**src/rtl/core/ewf_pkg.sv**
```systemverilog
// ----------------------------------------------------------------------------
// ewf_pkg
// Shared types, constants and lookup tables for the envelope/LFO wah core.
// ----------------------------------------------------------------------------
package ewf_pkg;

    localparam int CHANNELS = 2;
    localparam int CH_W     = (CHANNELS > 1) ? $clog2(CHANNELS) : 1;

    localparam int CFG_IDX_W  = 3;
    localparam int CFG_DATA_W = 24;

    localparam logic [CFG_IDX_W-1:0] CFG_AUTO_SWEEP    = 3'd0;
    localparam logic [CFG_IDX_W-1:0] CFG_PEDAL         = 3'd1;
    localparam logic [CFG_IDX_W-1:0] CFG_SENSITIVITY   = 3'd2;
    localparam logic [CFG_IDX_W-1:0] CFG_ATTACK        = 3'd3;
    localparam logic [CFG_IDX_W-1:0] CFG_RELEASE       = 3'd4;
    localparam logic [CFG_IDX_W-1:0] CFG_LFO_STEP      = 3'd5;
    localparam logic [CFG_IDX_W-1:0] CFG_HIGHPASS      = 3'd6;
    localparam logic [CFG_IDX_W-1:0] CFG_BASE_FREQ     = 3'd7;

    localparam logic        RST_AUTO_SWEEP  = 1'b1;
    localparam logic [15:0] RST_PEDAL       = 16'd42598;
    localparam logic [15:0] RST_SENSITIVITY = 16'd45875;
    localparam logic [23:0] RST_ATTACK      = 24'd16707457;
    localparam logic [23:0] RST_RELEASE     = 24'd16774527;
    localparam logic [23:0] RST_LFO_STEP    = 24'd740;
    localparam logic [23:0] RST_HIGHPASS    = 24'd16571200;
    localparam logic [23:0] RST_BASE_FREQ   = 24'd122333;

    localparam logic [23:0] FREQ_CAP = 24'd7214203;

    // divider: quotient, numerator and divisor widths and numerator exponents
    localparam int DIV_QW  = 26;
    localparam int DIV_NW  = 57;
    localparam int DIV_DW  = 34;
    localparam int KQ_EXP  = 40;
    localparam int R_EXP   = 56;

    localparam int MUL_W = 36;
    localparam int PRD_W = 2 * MUL_W;
    localparam int SAT_W = 74;

    localparam logic [16:0] SIN_TAB [17] = '{
        17'd0,     17'd6424,  17'd12785, 17'd19024, 17'd25080, 17'd30893,
        17'd36410, 17'd41576, 17'd46341, 17'd50660, 17'd54491, 17'd57798,
        17'd60547, 17'd62714, 17'd64277, 17'd65220, 17'd65536
    };

    localparam logic [17:0] EXP_TAB [17] = '{
        18'd65536,  18'd68438,  18'd71468,  18'd74632,  18'd77936,  18'd81386,
        18'd84990,  18'd88752,  18'd92682,  18'd96785,  18'd101070, 18'd105545,
        18'd110218, 18'd115098, 18'd120194, 18'd125515, 18'd131072
    };

    typedef enum logic [5:0] {
        ST_QQ, ST_KQ_GO, ST_ENV1, ST_ENV2, ST_GAIN, ST_PICK,
        ST_SIN_PH, ST_LFO, ST_BASE, ST_DEPTH, ST_POS1,
        ST_K1, ST_POS2, ST_P2, ST_SHAPE, ST_EXPARG, ST_EXP, ST_FN,
        ST_SN, ST_CS, ST_SN2, ST_CS2, ST_SC, ST_KQ_GET, ST_DEN,
        ST_R_GO, ST_R_GET, ST_A1, ST_A2, ST_GA2,
        ST_BP1, ST_BP2, ST_LP1, ST_LP2, ST_KG1, ST_KG2,
        ST_WAH, ST_DRY, ST_HP, ST_OUT
    } t_step;

    typedef struct packed {
        logic  load;
        logic  en;
        t_step step;
    } t_cmd;

    typedef struct packed {
        logic auto_sweep;
        logic div_busy;
    } t_stat;

    function automatic logic [23:0] f_sin_fold(input logic [23:0] v);
        logic [23:0] w;
        w = (v > 24'h800000) ? 24'(25'h1000000 - 25'(v)) : v;
        return w;
    endfunction

    function automatic logic [16:0] f_sin_base(input logic [4:0] idx);
        logic [16:0] b;
        b = idx[4] ? SIN_TAB[16] : SIN_TAB[{1'b0, idx[3:0]}];
        return b;
    endfunction

    function automatic logic [12:0] f_sin_diff(input logic [4:0] idx);
        logic [16:0] d;
        d = idx[4] ? 17'd0
                   : 17'(SIN_TAB[{1'b0, idx[3:0]} + 5'd1] - SIN_TAB[{1'b0, idx[3:0]}]);
        return d[12:0];
    endfunction

    function automatic logic [12:0] f_exp_diff(input logic [3:0] idx);
        logic [17:0] d;
        d = 18'(EXP_TAB[{1'b0, idx} + 5'd1] - EXP_TAB[{1'b0, idx}]);
        return d[12:0];
    endfunction

    function automatic logic signed [31:0] f_sat32(input logic signed [SAT_W-1:0] v);
        logic signed [31:0] r;
        if (v > SAT_W'(64'sd2147483647)) begin
            r = 32'sh7FFFFFFF;
        end else if (v < SAT_W'(-64'sd2147483648)) begin
            r = 32'sh80000000;
        end else begin
            r = 32'(v);
        end
        return r;
    endfunction

    function automatic logic signed [23:0] f_sat24(input logic signed [SAT_W-1:0] v);
        logic signed [23:0] r;
        if (v > SAT_W'(64'sd8388607)) begin
            r = 24'sh7FFFFF;
        end else if (v < SAT_W'(-64'sd8388608)) begin
            r = 24'sh800000;
        end else begin
            r = 24'(v);
        end
        return r;
    endfunction

endpackage

```
**src/rtl/core/ewf_ctrl.sv**
```systemverilog
// ----------------------------------------------------------------------------
// ewf_ctrl
// Step sequencer: accepts a word, walks the datapath steps, posts the result.
// ----------------------------------------------------------------------------
module ewf_ctrl (
    input  logic            i_clk,
    input  logic            i_rst_n,
    input  logic            i_valid,
    output logic            o_stall,
    output logic            o_valid,
    input  logic            i_stall,
    input  ewf_pkg::t_stat  i_stat,
    output ewf_pkg::t_cmd   o_cmd
);

    typedef enum logic {S_IDLE, S_RUN} t_state;

    t_state         r_state;
    ewf_pkg::t_step r_step, w_next;
    logic           r_valid;
    logic           w_div_hold, w_out_hold, w_en, w_load;

    assign w_div_hold = (r_step == ewf_pkg::ST_KQ_GET || r_step == ewf_pkg::ST_R_GET) &&
                        i_stat.div_busy;
    assign w_out_hold = (r_step == ewf_pkg::ST_OUT) && r_valid && i_stall;
    assign w_en       = (r_state == S_RUN) && !w_div_hold && !w_out_hold;
    assign w_load     = (r_state == S_IDLE) && i_valid;

    // manual pedal skips the sweep oscillator steps
    always_comb begin
        if (!i_stat.auto_sweep && r_step == ewf_pkg::ST_PICK) begin
            w_next = ewf_pkg::ST_K1;
        end else begin
            w_next = ewf_pkg::t_step'(r_step + 6'd1);
        end
    end

    always_ff @(posedge i_clk) begin
        if (!i_rst_n) begin
            r_state <= S_IDLE;
            r_step  <= ewf_pkg::ST_QQ;
            r_valid <= 1'b0;
        end else begin
            case (r_state)
                S_IDLE: begin
                    if (i_valid) begin
                        r_state <= S_RUN;
                        r_step  <= ewf_pkg::ST_QQ;
                    end
                end
                S_RUN: begin
                    if (w_en) begin
                        if (r_step == ewf_pkg::ST_OUT) begin
                            r_state <= S_IDLE;
                        end else begin
                            r_step <= w_next;
                        end
                    end
                end
                default: r_state <= S_IDLE;
            endcase
            if (w_en && r_step == ewf_pkg::ST_OUT) begin
                r_valid <= 1'b1;
            end else if (r_valid && !i_stall) begin
                r_valid <= 1'b0;
            end
        end
    end

    assign o_stall    = (r_state != S_IDLE);
    assign o_valid    = r_valid;
    assign o_cmd.load = w_load;
    assign o_cmd.en   = w_en;
    assign o_cmd.step = r_step;

endmodule

```
**config.mk**
```make
export PLATFORM = sky130hd
export DESIGN_NAME = ewf_ctrl
export DESIGN_NICKNAME = d
export VERILOG_FILES = /design/src/rtl/core/ewf_pkg.sv /design/src/rtl/core/ewf_ctrl.sv
export SDC_FILE = /design/constraint.sdc
export NUM_CORES = 1
export LEC_CHECK = 0
export BUFFER_PORTS_ARGS = -buffer_cell sky130_fd_sc_hd__buf_2
export CORE_UTILIZATION = 40
export CTS_CLUSTER_SIZE = 25
export DETAILED_ROUTE_END_ITERATION = 16
export PLACE_DENSITY = 0.68
export SETUP_SLACK_MARGIN = 0.02
export SLEW_MARGIN = 5
export SYNTH_ARGS = -nofsm -noshare
export SYNTH_HDL_FRONTEND = slang
export SYNTH_SLANG_ARGS = --single-unit
```
**constraint.sdc**
```tcl
create_clock -name i_clk -period 2.8 [get_ports i_clk]
set_clock_uncertainty 0.1 [all_clocks]
set_input_delay 0.56 -clock i_clk [delete_from_list [all_inputs] [get_ports i_clk]]
set_output_delay 0.56 -clock i_clk [all_outputs]
set_load 0.01 [all_outputs]
```
==> reports/qor.log <==
[clock_network] number of buffers added to fix hold violations after cts 0
[setup_path] Crit path largest cell delay 0.43 ns
[floorplanning] area of the core region 1320 sq um
[synth] count of warnings emitted by yosys 0
[setup_path] highest net fanout along the worst path 11
[setup_path] nature of the critical path endpoint primary output
[synth] number of nets in the synthesized netlist 75
[route] Iter 0 DRT Violations 16
[power_and_ir_drop] combinational cell fraction of total power 11.9%
[outcome] status completed
[min_path] class of the tightest hold or removal check register to register
[clock_network] CTS sink count 8
[route] total number of vias 563
[timing] post-route minimum period 2.36 ns
[layout] layout overhead on the synthesized area 10.9%
[layout] commonest cells after routing, fill and taps aside sky130_fd_sc_hd__buf_2 (15), sky130_fd_sc_hd__nand2_1 (8), sky130_fd_sc_hd__dfxtp_1 (8)
[global_route] antenna violations before repair 0
[clock_network] clock-pin slew reported for the worst setup and hold paths after clock tree synthesis 0.05 ns
[power_and_ir_drop] leakage power total 0.000265 uW
[layout] most common cell after layout, fill and taps aside sky130_fd_sc_hd__buf_2
[setup_path] cells traversed along the worst timing path ha_1 -> nand3b_1 -> a211oi_2 -> buf_4 -> a311oi_1 -> buf_2
[route] remaining antenna violation count 0
[power_and_ir_drop] sequential group share of total power 51.1%
[placement] total instance count after detailed placement 90
[layout] antenna diode count 0
[timing] Period Utilization, post-route 84.3%
[clock_network] maximum clock insertion buffer count 2
[job] number of maximum-capacitance violations 0
[setup_path] type of origin of the critical path register
[floorplanning] vertical extent of the die 39.9 microns
[clock_network] CTS Root Buffer Type sky130_fd_sc_hd__clkbuf_4
[power_and_ir_drop] switching part of the total 25.7%
[layout] nets 89
[clock_network] clock latency reported for the late side of the worst-skew pair 0.25 ns
[setup_path] worst endpoint required time 2.14 ns
[clock_network] maximum level of the CTS H-tree 1
[synth] sequential area share after synthesis 27.8%
[global_route] overall global routing resource usage 20.3%
[placement] post-place instance area 616 sq um
[route] via-per-instance ratio 6.05
[layout] fraction of final layout cells with drive strength greater than 1 29.5%
[power_and_ir_drop] power density over cell area 375 nW/um^2
[floorplanning] Die Area 1590 sq um
[timing] slew margin rel. 77.6%
[synth] flip-flop and latch count after synthesis 8
[power_and_ir_drop] maximum resistive drop on vdd 155 uV
[placement] HPWL after detailed placement 946 microns
[global_route] via count of the first global-routing pass 484
[synth] post-synthesis cell count 66
[route] Wirelength per Cell 14.0 microns
[timing] RSZ-0062 raised after global routing no
[layout] final standard cell count with taps included and fillers excluded 93
[synth] post-synthesis cell area 576 sq um
[floorplanning] standard-cell row count 13
[timing] final hold violation count 0
[setup_path] cell with the biggest individual delay on the critical path sky130_fd_sc_hd__dfxtp_1
[timing] aggregate negative setup slack 0 ns
[floorplanning] initial core utilization 43.7%
[synth] mean cell area of the mapped netlist 8.72 sq um
[timing] Finish-stage setup viols 0
[route] count of TritonRoute iterations in the first routing pass 4
[setup_path] critical path start-end classification register to primary output
[timing] Final Max Slew Viols 0
[layout] cell area after layout 638 sq um
[route] Routed WL 1310 microns
[placement] number of buffers added on ports 15
[floorplanning] Die Wd 39.9 microns
[clock_network] number of post-CTS setup repair buffers 0
[layout] final-layout fill cell count 138
[floorplanning] I/O pin count 16
[timing] maximum clock rate 0.424 GHz
[synth] Synth cell types 29
[global_route] wire length of the first global-routing pass 2150 microns
[route] remaining design rule violation count 0
[power_and_ir_drop] part of the total power dissipated in the clock network 37.0%
[placement] RD Place Congestion 0.778
[global_route] maximum number of pins on one net before global-route repair 13
[timing] transition time of the tightest slew-check pin 0.335 ns
[power_and_ir_drop] Pwr Total 239 uW
[power_and_ir_drop] switching power total 61.5 uW
[power_and_ir_drop] Internal Power 178 uW
[setup_path] arrival time of the worst setup path 1.70 ns
[global_route] overflow left after global routing 0
[clock_network] Post-CTS Resized 0
[clock_network] CTS tree built
[clock_network] CTS buffer count 3
[flip-flops by register name (all words and copies together), names as in the netlist]
name	count
o_stall	1
o_valid	1
r_step	6
[layout make-up]
type | count | area, sq um | area share (%)
multi-input combinational | 46 | 335 | 52.5
sequential | 8 | 160 | 25.1
timing repair buffer | 16 | 82.6 | 12.9
clock buffer | 3 | 22.5 | 3.53
inverter | 5 | 18.8 | 2.94
tap | 15 | 18.8 | 2.94
[routing by layer]
layer  vias to the layer above  GRT usage (%)  wire, microns
li1                        274              -              -
met1                       269           29.6            644
met2                        18           28.2            592
met3                         2           3.33             63
met4                         0           10.3              5
met5                         -              0              0
[logic make-up after synthesis]
| kind of cell | synth area share [%] |
|---|---|
| AND/OR/NAND/NOR | 19.6 |
| AO/OA/AOI/OAI | 32.2 |
| flip-flops | 27.8 |
| buffers and inverters | 13.9 |
| adder cells (fa/ha/maj) | 6.52 |
[critical path, delay by kind of cell (launching register included)]
family / cells / cell delay, ns
adder cells (fa/ha/maj): 1 / 0.30
AO/OA/AOI/OAI: 2 / 0.25
buffers and inverters: 2 / 0.34
flip-flops: 1 / 0.43
AND/OR/NAND/NOR: 1 / 0.12
[stage by stage]
stage	hold WS [ns]	setup WS, ns	utilization (%)
floorplan	0.411	0.741	-
global placement	0.393	0.749	46.7
detailed placement	0.420	0.743	46.7
CTS	0.429	0.440	48.4
global route	0.449	0.273	48.4
finish	0.427	0.439	48.4
[synthesized netlist by cell type]
| master | instances | area (sq um) |
|---|---|---|
| sky130_fd_sc_hd__a211oi_2 | 1 | 12.5 |
| sky130_fd_sc_hd__buf_6 | 3 | 33.8 |
| sky130_fd_sc_hd__a31oi_1 | 3 | 18.8 |
| sky130_fd_sc_hd__o211ai_1 | 5 | 37.5 |
| sky130_fd_sc_hd__or4b_1 | 1 | 10.0 |
| sky130_fd_sc_hd__nand3_1 | 2 | 10.0 |
| sky130_fd_sc_hd__a41oi_1 | 1 | 8.76 |
| sky130_fd_sc_hd__and4_1 | 1 | 8.76 |
| sky130_fd_sc_hd__ha_1 | 3 | 37.5 |
| sky130_fd_sc_hd__a41o_1 | 1 | 10.0 |
| sky130_fd_sc_hd__dfxtp_1 | 8 | 160 |
| sky130_fd_sc_hd__or3_1 | 1 | 6.26 |
| sky130_fd_sc_hd__a311oi_2 | 1 | 15.0 |
| sky130_fd_sc_hd__buf_2 | 1 | 5.00 |
| sky130_fd_sc_hd__nor3_1 | 1 | 5.00 |
| sky130_fd_sc_hd__nand4b_1 | 1 | 8.76 |
| sky130_fd_sc_hd__inv_1 | 5 | 18.8 |
| sky130_fd_sc_hd__buf_4 | 3 | 22.5 |
| sky130_fd_sc_hd__a21oi_1 | 5 | 25.0 |
| sky130_fd_sc_hd__o21ai_0 | 1 | 5.00 |
| sky130_fd_sc_hd__and4bb_2 | 1 | 12.5 |
| sky130_fd_sc_hd__o21bai_1 | 1 | 7.51 |
| sky130_fd_sc_hd__a311oi_1 | 1 | 8.76 |
| sky130_fd_sc_hd__a2bb2oi_1 | 1 | 8.76 |
| sky130_fd_sc_hd__nor2_2 | 1 | 6.26 |
| sky130_fd_sc_hd__o211a_1 | 1 | 10.0 |
| sky130_fd_sc_hd__a211o_1 | 2 | 17.5 |
| sky130_fd_sc_hd__nand2_1 | 8 | 30.0 |
| sky130_fd_sc_hd__nand3b_1 | 2 | 15.0 |
[path summary, 6_finish.rpt]
check                                            start                endpoint  slack (ns)  cells after the start
worst max-delay path            r_step[0]$_SDFFE_PN0P_                o_cmd[6]        0.44                      6
worst min-delay path              o_valid$_SDFFE_PN0P_    o_valid$_SDFFE_PN0P_        0.43                      2
worst max register to register  r_step[0]$_SDFFE_PN0P_  r_step[2]$_SDFFE_PN0P_        0.93                      6
worst min register to register    o_valid$_SDFFE_PN0P_    o_valid$_SDFFE_PN0P_        0.43                      2
[power groups by stage]
stage	logic, uW	registers, uW	clock network [uW]
after floorplan	23.4	123	0
after global placement	28.2	124	0
after detailed placement	28.4	124	0
after CTS	28.5	122	94.4
after global routing	32.3	122	99.8
final	28.5	122	88.4
Power figures use the tool's default switching activity.
